## src/rtl/core/tcbdp_pkg.sv

```systemverilog
`timescale 1ns / 1ps
// ----------------------------------------------------------------------------
// tcbdp_pkg
// Shared types and constants for the ternary codebook block dot product core.
// ----------------------------------------------------------------------------
package tcbdp_pkg;

	// working significand: bit 48 is the unit position, bit 49 catches carries
	localparam int SIG_W = 50;
	localparam int EXP_W = 11;

	typedef logic [SIG_W-1:0]        fsig_t;
	typedef logic signed [EXP_W-1:0] fexp_t;
	typedef logic [1:0]              fop_t;

	localparam fop_t FOP_CVH = 2'd0;   // half bits to single
	localparam fop_t FOP_CVI = 2'd1;   // signed integer to single
	localparam fop_t FOP_MUL = 2'd2;
	localparam fop_t FOP_ADD = 2'd3;

	localparam logic [31:0] QNAN_DEFAULT = 32'hFFC0_0000;
	localparam logic [31:0] QUIET_BIT    = 32'h0040_0000;

	typedef struct packed {
		logic start;
		fop_t op;
	} fpu_req_t;

	typedef struct packed {
		logic busy;
		logic done;
	} fpu_stat_t;

endpackage

```

## src/rtl/core/tcbdp_fpu.sv

```systemverilog
`timescale 1ns / 1ps
// ----------------------------------------------------------------------------
// tcbdp_fpu
// Shared single-precision unit: half/int conversion, multiply and add with
// round to nearest even; normalization runs one bit per cycle.
// ----------------------------------------------------------------------------
module tcbdp_fpu (
	input  logic                 clk,
	input  logic                 arst_n,
	input  tcbdp_pkg::fpu_req_t  req,
	input  logic [31:0]          a,
	input  logic [31:0]          b,
	output tcbdp_pkg::fpu_stat_t stat,
	output logic [31:0]          result
);
	import tcbdp_pkg::*;

	localparam logic [1:0] F_IDLE   = 2'd0;
	localparam logic [1:0] F_NORM   = 2'd1;
	localparam logic [1:0] F_DENORM = 2'd2;
	localparam logic [1:0] F_ROUND  = 2'd3;

	logic [1:0]  state_q;
	fsig_t       sig_q;
	fexp_t       exp_q;
	logic        sign_q;
	logic        done_q;
	logic [31:0] result_q;

	// operand unpack
	logic        a_nan, b_nan, a_inf, b_inf, a_zero, b_zero;
	logic [23:0] a_m, b_m;
	logic [7:0]  a_e, b_e;
	// load result
	logic        ld_special;
	logic [31:0] ld_bits;
	logic        ld_sign;
	fexp_t       ld_exp;
	fsig_t       ld_sig;
	// adder alignment
	logic        a_big;
	logic [7:0]  e_big, e_small, e_diff;
	fsig_t       big_sig, small_sig, small_sh, small_al;
	logic        small_st, s_big, s_small;
	logic [31:0] mag;
	logic [47:0] prod;
	// rounding
	logic [23:0] rm;
	logic        rg, rs, rinc;
	logic [31:0] rpack;

	always_comb begin
		a_e    = (a[30:23] == 8'd0) ? 8'd1 : a[30:23];
		b_e    = (b[30:23] == 8'd0) ? 8'd1 : b[30:23];
		a_m    = {a[30:23] != 8'd0, a[22:0]};
		b_m    = {b[30:23] != 8'd0, b[22:0]};
		a_nan  = (a[30:23] == 8'hFF) && (a[22:0] != 23'd0);
		b_nan  = (b[30:23] == 8'hFF) && (b[22:0] != 23'd0);
		a_inf  = (a[30:23] == 8'hFF) && (a[22:0] == 23'd0);
		b_inf  = (b[30:23] == 8'hFF) && (b[22:0] == 23'd0);
		a_zero = (a[30:0] == 31'd0);
		b_zero = (b[30:0] == 31'd0);

		a_big    = (a[30:0] >= b[30:0]);
		e_big    = a_big ? a_e : b_e;
		e_small  = a_big ? b_e : a_e;
		s_big    = a_big ? a[31] : b[31];
		s_small  = a_big ? b[31] : a[31];
		e_diff   = e_big - e_small;
		big_sig  = {1'b0, (a_big ? a_m : b_m), 25'd0};
		small_sig = {1'b0, (a_big ? b_m : a_m), 25'd0};
		if (e_diff >= 8'(SIG_W)) begin
			small_sh = '0;
			small_st = |small_sig;
		end else begin
			small_sh = small_sig >> e_diff;
			small_st = |(small_sig & ~({SIG_W{1'b1}} << e_diff));
		end
		small_al = small_sh | fsig_t'(small_st);

		prod = a_m * b_m;
		mag  = a[31] ? (32'd0 - a) : a;

		ld_special = 1'b0;
		ld_bits    = '0;
		ld_sign    = 1'b0;
		ld_exp     = '0;
		ld_sig     = '0;
		unique case (req.op)
			FOP_CVH: begin
				ld_sign = a[15];
				if (a[14:10] == 5'h1F) begin
					ld_special = 1'b1;
					ld_bits    = {a[15], 8'hFF, a[9:0], 13'd0};
				end else if (a[14:10] == 5'd0) begin
					ld_sig = fsig_t'(a[9:0]);
					ld_exp = fexp_t'(151);
				end else begin
					ld_sig = fsig_t'({1'b1, a[9:0]});
					ld_exp = fexp_t'({6'd0, a[14:10]}) + fexp_t'(150);
				end
			end
			FOP_CVI: begin
				ld_sign = a[31];
				ld_sig  = fsig_t'(mag);
				ld_exp  = fexp_t'(175);
			end
			FOP_MUL: begin
				ld_sign = a[31] ^ b[31];
				ld_sig  = {prod, 2'b00};
				ld_exp  = fexp_t'({3'd0, a_e}) + fexp_t'({3'd0, b_e}) - fexp_t'(127);
				if (a_nan) begin
					ld_special = 1'b1;
					ld_bits    = a | QUIET_BIT;
				end else if (b_nan) begin
					ld_special = 1'b1;
					ld_bits    = b | QUIET_BIT;
				end else if ((a_inf && b_zero) || (b_inf && a_zero)) begin
					ld_special = 1'b1;
					ld_bits    = QNAN_DEFAULT;
				end else if (a_inf || b_inf) begin
					ld_special = 1'b1;
					ld_bits    = {a[31] ^ b[31], 8'hFF, 23'd0};
				end
			end
			FOP_ADD: begin
				ld_exp = fexp_t'({3'd0, e_big});
				if (s_big == s_small) ld_sig = big_sig + small_al;
				else ld_sig = big_sig - small_al;
				ld_sign = (ld_sig == '0) ? (a[31] & b[31]) : s_big;
				if (a_nan) begin
					ld_special = 1'b1;
					ld_bits    = a | QUIET_BIT;
				end else if (b_nan) begin
					ld_special = 1'b1;
					ld_bits    = b | QUIET_BIT;
				end else if (a_inf && b_inf && (a[31] != b[31])) begin
					ld_special = 1'b1;
					ld_bits    = QNAN_DEFAULT;
				end else if (a_inf) begin
					ld_special = 1'b1;
					ld_bits    = a;
				end else if (b_inf) begin
					ld_special = 1'b1;
					ld_bits    = b;
				end
			end
			default: ;
		endcase
	end

	always_comb begin
		rm    = sig_q[48:25];
		rg    = sig_q[24];
		rs    = |sig_q[23:0];
		rinc  = rg & (rs | rm[0]);
		rpack = {1'b0, 8'(exp_q - fexp_t'(1)), 23'd0} + {8'd0, rm} + 32'(rinc);
	end

	always_ff @(posedge clk or negedge arst_n) begin
		if (!arst_n) begin
			state_q <= F_IDLE;
			done_q  <= 1'b0;
		end else begin
			done_q <= 1'b0;
			unique case (state_q)
				F_IDLE: begin
					if (req.start) begin
						if (ld_special) begin
							result_q <= ld_bits;
							done_q   <= 1'b1;
						end else begin
							sig_q   <= ld_sig;
							exp_q   <= ld_exp;
							sign_q  <= ld_sign;
							state_q <= F_NORM;
						end
					end
				end
				F_NORM: begin
					if (sig_q[SIG_W-1]) begin
						sig_q <= (sig_q >> 1) | fsig_t'(sig_q[0]);
						exp_q <= exp_q + fexp_t'(1);
					end else if (sig_q == '0) begin
						exp_q   <= fexp_t'(1);
						state_q <= F_ROUND;
					end else if (!sig_q[SIG_W-2] && (exp_q > fexp_t'(1))) begin
						sig_q <= sig_q << 1;
						exp_q <= exp_q - fexp_t'(1);
					end else begin
						state_q <= F_DENORM;
					end
				end
				F_DENORM: begin
					if (exp_q < fexp_t'(-60)) begin
						// far below the smallest subnormal: only a sticky bit is left
						sig_q <= fsig_t'(|sig_q);
						exp_q <= fexp_t'(1);
					end else if (exp_q < fexp_t'(1)) begin
						sig_q <= (sig_q >> 1) | fsig_t'(sig_q[0]);
						exp_q <= exp_q + fexp_t'(1);
					end else begin
						state_q <= F_ROUND;
					end
				end
				F_ROUND: begin
					if (exp_q > fexp_t'(254)) result_q <= {sign_q, 8'hFF, 23'd0};
					else result_q <= {sign_q, rpack[30:0]};
					done_q  <= 1'b1;
					state_q <= F_IDLE;
				end
				default: state_q <= F_IDLE;
			endcase
		end
	end

	assign stat.busy = (state_q != F_IDLE);
	assign stat.done = done_q;
	assign result    = result_q;

	a_start_idle: assert property (@(posedge clk) disable iff (!arst_n)
		req.start |-> !stat.busy) else $error("fpu start while busy");
	a_norm_after_load: assert property (@(posedge clk) disable iff (!arst_n)
		(state_q == F_NORM) |-> $past(state_q == F_NORM || state_q == F_IDLE))
		else $error("fpu state order broken");
	a_round_done: assert property (@(posedge clk) disable iff (!arst_n)
		(state_q == F_ROUND) |=> done_q) else $error("fpu round without done");

endmodule

```

## src/rtl/core/ternary_codebook_block_dot_product_core.sv

```systemverilog
`timescale 1ns / 1ps
// ----------------------------------------------------------------------------
// ternary_codebook_block_dot_product_core
// Ternary codebook int8 group dot product with single-precision row fold.
// ----------------------------------------------------------------------------
// Sequence: an ordinary group is accepted, then its lanes go one per cycle
//   through the shared saturating adder.
// A block end adds five passes through the shared float unit, each longer
//   the further the significand must be shifted; a row end adds an emit
//   step, which waits while the previous result is still held.
// Throughput: one group at a time; next request is taken once the block is idle.
// Reset: arst_n clears the codebook, block sum, row accumulator and output valid.
module ternary_codebook_block_dot_product_core #(
	parameter int BLOCK_VALUES = 256
) (
	input  logic        clk,
	input  logic        arst_n,
	input  logic        s_axis_tvalid,
	output logic        s_axis_tready,
	// [4:0] group_code, [12:5] act_lane0, [20:13] act_lane1,
	// [28:21] act_lane2, [36:29] act_lane3, [52:37] weight_scale_half,
	// [84:53] act_scale_single, [87:85] zero
	input  logic [87:0] s_axis_tdata,
	// [0] block_end
	input  logic        s_axis_tuser,
	input  logic        s_axis_tlast,
	output logic        m_axis_tvalid,
	input  logic        m_axis_tready,
	// [31:0] dot_result
	output logic [31:0] m_axis_tdata,
	input  logic        cfg_valid,
	output logic        cfg_ready,
	input  logic [1:0]  cfg_index,
	input  logic [63:0] cfg_data
);
	import tcbdp_pkg::*;

	localparam int SUM_W  = $clog2(256 * BLOCK_VALUES) + 1;
	localparam int SUM_HI = 256 * BLOCK_VALUES - 1;
	localparam int SUM_LO = -256 * BLOCK_VALUES;

	localparam logic [2:0] S_IDLE = 3'd0;
	localparam logic [2:0] S_LANE = 3'd1;
	localparam logic [2:0] S_CVH  = 3'd2;
	localparam logic [2:0] S_MUL1 = 3'd3;
	localparam logic [2:0] S_CVI  = 3'd4;
	localparam logic [2:0] S_MUL2 = 3'd5;
	localparam logic [2:0] S_ADD  = 3'd6;
	localparam logic [2:0] S_EMIT = 3'd7;

	logic [2:0]              state_q;
	logic [1:0]              lane_q;
	logic [63:0]             cb_q [4];
	logic [7:0]              pattern_q;
	logic signed [7:0]       act_q [4];
	logic [15:0]             wsh_q;
	logic [31:0]             asc_q;
	logic                    blk_end_q, row_end_q;
	logic signed [SUM_W-1:0] sum_q;
	logic [31:0]             acc_q, scale_q, tmp_q;
	logic                    pend_q;

	logic [4:0]              cb_idx;
	logic [1:0]              q_sel;
	logic signed [SUM_W:0]   term, sum_next;
	logic signed [SUM_W-1:0] sum_sat;
	logic                    fp_state;
	fpu_req_t                fpu_req;
	fpu_stat_t               fpu_stat;
	logic [31:0]             fpu_a, fpu_b, fpu_res;

	assign s_axis_tready = (state_q == S_IDLE);
	assign cfg_ready     = 1'b1;
	assign cb_idx        = s_axis_tdata[4:0];

	// per-lane term (q-1)*act, then saturating accumulate
	always_comb begin
		q_sel = pattern_q[2*lane_q +: 2];
		unique case (q_sel)
			2'd0:    term = -(SUM_W+1)'(act_q[lane_q]);
			2'd1:    term = '0;
			2'd2:    term = (SUM_W+1)'(act_q[lane_q]);
			default: term = (SUM_W+1)'(act_q[lane_q]) <<< 1;
		endcase
		sum_next = (SUM_W+1)'(sum_q) + term;
		if (sum_next > (SUM_W+1)'(SUM_HI)) sum_sat = SUM_W'(SUM_HI);
		else if (sum_next < (SUM_W+1)'(SUM_LO)) sum_sat = SUM_W'(SUM_LO);
		else sum_sat = sum_next[SUM_W-1:0];
	end

	always_comb begin
		fp_state = (state_q == S_CVH) || (state_q == S_MUL1) || (state_q == S_CVI) ||
		           (state_q == S_MUL2) || (state_q == S_ADD);
		fpu_req.start = fp_state && !fpu_stat.busy && !pend_q;
		fpu_a = tmp_q;
		fpu_b = tmp_q;
		fpu_req.op = FOP_ADD;
		unique case (state_q)
			S_CVH: begin
				fpu_req.op = FOP_CVH;
				fpu_a      = {16'd0, wsh_q};
			end
			S_MUL1: begin
				fpu_req.op = FOP_MUL;
				fpu_b      = asc_q;
			end
			S_CVI: begin
				fpu_req.op = FOP_CVI;
				fpu_a      = {{(32-SUM_W){sum_q[SUM_W-1]}}, sum_q};
			end
			S_MUL2: begin
				fpu_req.op = FOP_MUL;
				fpu_b      = scale_q;
			end
			S_ADD: begin
				fpu_req.op = FOP_ADD;
				fpu_a      = acc_q;
			end
			default: ;
		endcase
	end

	tcbdp_fpu u_fpu (
		.clk    (clk),
		.arst_n (arst_n),
		.req    (fpu_req),
		.a      (fpu_a),
		.b      (fpu_b),
		.stat   (fpu_stat),
		.result (fpu_res)
	);

	always_ff @(posedge clk or negedge arst_n) begin
		if (!arst_n) begin
			state_q       <= S_IDLE;
			lane_q        <= '0;
			sum_q         <= '0;
			acc_q         <= '0;
			pend_q        <= 1'b0;
			m_axis_tvalid <= 1'b0;
			for (int i = 0; i < 4; i++) cb_q[i] <= '0;
		end else begin
			if (cfg_valid) cb_q[cfg_index] <= cfg_data;
			if (m_axis_tready && (state_q != S_EMIT)) m_axis_tvalid <= 1'b0;
			if (fpu_req.start) pend_q <= 1'b1;
			if (fpu_stat.done) pend_q <= 1'b0;
			unique case (state_q)
				S_IDLE: begin
					if (s_axis_tvalid) begin
						pattern_q <= cb_q[cb_idx[4:3]][8*cb_idx[2:0] +: 8];
						act_q[0]  <= s_axis_tdata[12:5];
						act_q[1]  <= s_axis_tdata[20:13];
						act_q[2]  <= s_axis_tdata[28:21];
						act_q[3]  <= s_axis_tdata[36:29];
						wsh_q     <= s_axis_tdata[52:37];
						asc_q     <= s_axis_tdata[84:53];
						blk_end_q <= s_axis_tuser | s_axis_tlast;
						row_end_q <= s_axis_tlast;
						lane_q    <= '0;
						state_q   <= S_LANE;
					end
				end
				S_LANE: begin
					sum_q  <= sum_sat;
					lane_q <= lane_q + 2'd1;
					if (lane_q == 2'd3) state_q <= blk_end_q ? S_CVH : S_IDLE;
				end
				S_CVH: if (fpu_stat.done) begin
					tmp_q   <= fpu_res;
					state_q <= S_MUL1;
				end
				S_MUL1: if (fpu_stat.done) begin
					scale_q <= fpu_res;
					state_q <= S_CVI;
				end
				S_CVI: if (fpu_stat.done) begin
					tmp_q   <= fpu_res;
					sum_q   <= '0;
					state_q <= S_MUL2;
				end
				S_MUL2: if (fpu_stat.done) begin
					tmp_q   <= fpu_res;
					state_q <= S_ADD;
				end
				S_ADD: if (fpu_stat.done) begin
					acc_q   <= fpu_res;
					state_q <= row_end_q ? S_EMIT : S_IDLE;
				end
				S_EMIT: begin
					if (!m_axis_tvalid || m_axis_tready) begin
						m_axis_tdata  <= acc_q;
						m_axis_tvalid <= 1'b1;
						acc_q         <= '0;
						state_q       <= S_IDLE;
					end
				end
				default: state_q <= S_IDLE;
			endcase
		end
	end

	a_done_pending: assert property (@(posedge clk) disable iff (!arst_n)
		fpu_stat.done |-> pend_q) else $error("float result without request");
	a_emit_source: assert property (@(posedge clk) disable iff (!arst_n)
		$rose(m_axis_tvalid) |-> $past(state_q == S_EMIT)) else $error("stray result");
	a_fp_only_on_block: assert property (@(posedge clk) disable iff (!arst_n)
		fpu_req.start |-> blk_end_q) else $error("float work outside block end");
	a_sum_cleared: assert property (@(posedge clk) disable iff (!arst_n)
		(state_q == S_MUL2) && $past(state_q == S_CVI) |-> (sum_q == '0))
		else $error("block sum not cleared");

endmodule
```

## config.mk

```make
export PLATFORM = sky130hd
export DESIGN_NAME = ternary_codebook_block_dot_product_core
export DESIGN_NICKNAME = d
export VERILOG_FILES = /design/src/rtl/core/tcbdp_pkg.sv /design/src/rtl/core/tcbdp_fpu.sv /design/src/rtl/core/ternary_codebook_block_dot_product_core.sv
export SDC_FILE = /design/constraint.sdc
export NUM_CORES = 2
export LEC_CHECK = 0
export BUFFER_PORTS_ARGS = -buffer_cell sky130_fd_sc_hd__buf_2
export CORE_MARGIN = 2
export CORE_UTILIZATION = 45
export DETAILED_ROUTE_END_ITERATION = 10
export SLEW_MARGIN = 20
export SYNTH_ARGS = -nofsm -noshare
export SYNTH_HDL_FRONTEND = slang
export SYNTH_SLANG_ARGS = --single-unit
```

## constraint.sdc

```tcl
create_clock -name clk -period 12 [get_ports clk]
set_input_delay 0.6 -clock clk [delete_from_list [all_inputs] [get_ports clk]]
set_output_delay 0.6 -clock clk [all_outputs]
set_load 0.01 [all_outputs]
```

==> flow_metrics.env <==
export IMPL_postSynthNetCount=6845
export IMPL_cts_tree="built"
export IMPL_cp_slowest_cell="dfrtp_4"
export IMPL_async_flop_share_pct=52.9
export IMPL_design_portCount=196
export IMPL_detailedRoute_firstIterationViolations=5469
export IMPL_gr_total_overflow=0
export IMPL_cts_htree_levels=2
export IMPL_layout_drive_gt1_share_pct=17.8
export IMPL_grt_pass1_vias=47200
export IMPL_global_route_usage_total_pct=32.0
export IMPL_run_status="completed"
export IMPL_die_w_um=361
export IMPL_critical_path_endpoint_type="flip-flop"
export IMPL_initial_utilization_pct=45.5
export IMPL_dp_hpwl_mm=158
export IMPL_floorplan_core_area_um2=126000
export IMPL_final_cell_count_no_fill=7736
export IMPL_slew_headroom_pct=12.7
export IMPL_post_route_drc_count=0
export IMPL_hold_path_depth=1
export IMPL_clock_root_buffer="clkbuf_16"
export IMPL_post_synth_top_area_fraction_pct=17.0
export IMPL_synth_top_cells_by_area="fa_1 (17%), edfxtp_1 (15%), dfrtp_1 (14%)"
export IMPL_synth_ff_latch_count=595
export IMPL_ys_flop_type="dfrtp_1"
export IMPL_worst_endpoint_arrival_ps=12010
export IMPL_dp_cells=7625
export IMPL_area_growth_pct=10.3
export IMPL_post_synth_inst_count=5877
export IMPL_number_of_antenna_violations_at_the_first_check_in_global_routing=12
export IMPL_area_sequential_um2=16300
export IMPL_cp_start_kind="flip-flop"
export IMPL_setup_repair_after_global_routing_missed_its_margin="no"
export IMPL_final_net_count=7003
export IMPL_wl_per_cell_um=27.1
export IMPL_critical_path_most_common_cell="fa_1"
export IMPL_finalWorstPathRequiredPeriod_ps=11530
export IMPL_timing_worst_setup_path_type="reg2reg"
export IMPL_vias=47400
export IMPL_seq_area_frac_synth_pct=28.5
export IMPL_max_cap_violations=0
export IMPL_port_buffer_count=191
export IMPL_post_route_worst_hold_slack_ps=116
export IMPL_vias_per_cell=6.13
export IMPL_report_final_setup_viol=0
export IMPL_multi_input_comb_area_um2=37000
export IMPL_chipHeight_um=361
export IMPL_synth_cells_most_frequent="nand2_1 (721), inv_1 (662), fa_1 (485)"
export IMPL_finalWirelength_mm=209
export IMPL_synth_largest_area_cell="fa_1"
export IMPL_worstPathMaxFanout=20
export IMPL_clkLatencyLatePin_ps=660
export IMPL_cts_buffers_inserted=57
export IMPL_final_min_period_over_clock_period_pct=96.1
export IMPL_slowest_delay_ps=580
export IMPL_layout_cell_area_non_filler_um2=63100
export IMPL_clk_path_buf_depth=3
export IMPL_avgSynthCellArea_um2=9.74
export IMPL_worst_setup_skew_after_layout_ps=52.4
export IMPL_drt_pass1_iterations=6
export IMPL_global_route_wire_length_before_repair_mm=312
export IMPL_post_cts_setup_buffers=0
export IMPL_grt_max_degree=85
export IMPL_yosysUniqueCellTypes=129
export IMPL_globalplace_congestion=1.01
export IMPL_reg2regPathDepth=38
export IMPL_nFillCells=11700
export IMPL_timing_hold_worst_class="in2reg"
export IMPL_detailed_place_area_um2=61100
export IMPL_finalMaxSlewViolations=0
export IMPL_clock_sink_count=595
export IMPL_timing_final_hold_violations=0
export IMPL_ys_warnings_count=0
export IMPL_clkSlewWorstSetupHoldPaths_ps=70
export IMPL_syn_area_um2=57200
export IMPL_fmax_mhz=86.7
export IMPL_num_rows=130
export IMPL_worst_slew_pin_transition_ps=1300
export IMPL_cp_data_required_time_ps=12480
export IMPL_die_area_um2=130000
export IMPL_synth_most_common_cell="nand2_1"
export IMPL_drtAntennaViolNets=0
export IMPL_tns_ps=0
export IMPL_synth_edff_count=280
[flip-flops by register name (all words and copies together) (netlist names)]
name	count
u_fpu.exp_q	11
wsh_q	16
state_q	3
u_fpu.sign_q	1
u_fpu.result	32
acc_q	32
act_q	32
lane_q	2
scale_q	32
pend_q	1
u_fpu.sig_q	50
asc_q	32
blk_end_q	1
sum_q	17
row_end_q	1
pattern_q	8
cb_q	256
u_fpu.done_q	1
u_fpu.state_q	2
m_axis_tdata	32
tmp_q	32
m_axis_tvalid	1
[final cells by class]
type | instances | share of cell area (%)
Antenna cell | 2 | 0.00793
Clock buffer | 77 | 2.51
Clock inverter | 31 | 0.694
Inverter | 684 | 4.07
Multi-Input combinational cell | 4226 | 58.6
Sequential cell | 595 | 25.8
Tap cell | 1650 | 3.27
Timing Repair Buffer | 471 | 4.99
[layout by cell type, fill, tap and decap left out, drive strengths merged, types with 50 or more instances in the layout]
cell    synthesis  final
o22ai          88     88
nor3           77     77
nand3          87     87
a22oi          83     83
ha            322    322
nand2         722    722
buf            88    470
mux2i          73     73
a21oi         252    252
a31oi          50     50
mux4          109    109
o21ai         213    213
xnor2         117    117
nor2          470    470
inv           671    676
dfrtp         315    315
mux2          274    274
fa            485    485
edfxtp        280    280
xor2           55     55
clkbuf        284     77
[worst max-delay path, delay by kind of cell, from the launching register on]
kind	cells	cell delay (ps)
AND/OR/NAND/NOR	5	1390
multiplexers	1	120
buffers and inverters	8	1720
AO/OA/AOI/OAI	16	4320
flip-flops	1	580
adder cells (fa/ha/maj)	8	3190
[metal layers]
layer	vias to the layer above	wire length (um)	GRT usage, %
met4	8	9840	12.2
li1	20700	-	-
met2	2288	93100	49.3
met1	24000	86400	43.8
met5	-	56	0
met3	461	20000	7.32
[metrics by stage]
| stage | util, % | setup slack, ps |
|---|---|---|
| global route | 50.1 | 7.10 |
| finish | 50.1 | 471 |
| global placement | 48.5 | 773 |
| floorplan | - | 1550 |
| detailed placement | 48.5 | 696 |
| CTS | 50.1 | 601 |
[what timing repair did]
action                                  CTS  global route
endpoints found under the setup margin    0             1
endpoints found under the hold margin    80             0
resized for setup                         0             5
hold buffers                              1             0
[final timing paths]
| path | startpoint | end | slack [ps] |
|---|---|---|---|
| max | state_q[1] | u_fpu.sig_q[49] | 470 |
| min | s_axis_tdata[23] | act_q[2][2] | 120 |
| max reg2reg | state_q[1] | u_fpu.sig_q[49] | 470 |
| min reg2reg | acc_q[29] | m_axis_tdata[29] | 470 |
| max in group asynchronous | arst_n | cb_q[159] | 9200 |
| min in group asynchronous | arst_n | cb_q[124] | 530 |
[kinds of logic after synthesis]
logic type               count (synthesis)  share of synthesized area, %
other                                    1                       0.00655
flip-flops                             595                          28.5
AND/OR/NAND/NOR                       1670                          13.3
adder cells (fa/ha/maj)                807                          24.0
XOR/XNOR                               172                          2.63
AO/OA/AOI/OAI                         1120                          13.5
buffers and inverters                 1056                          7.19
multiplexers                           456                          11.0
Power is left out: the tool's default activity adds up to more than one toggle a clock period on the data nets, which glitch-free logic cannot reach.
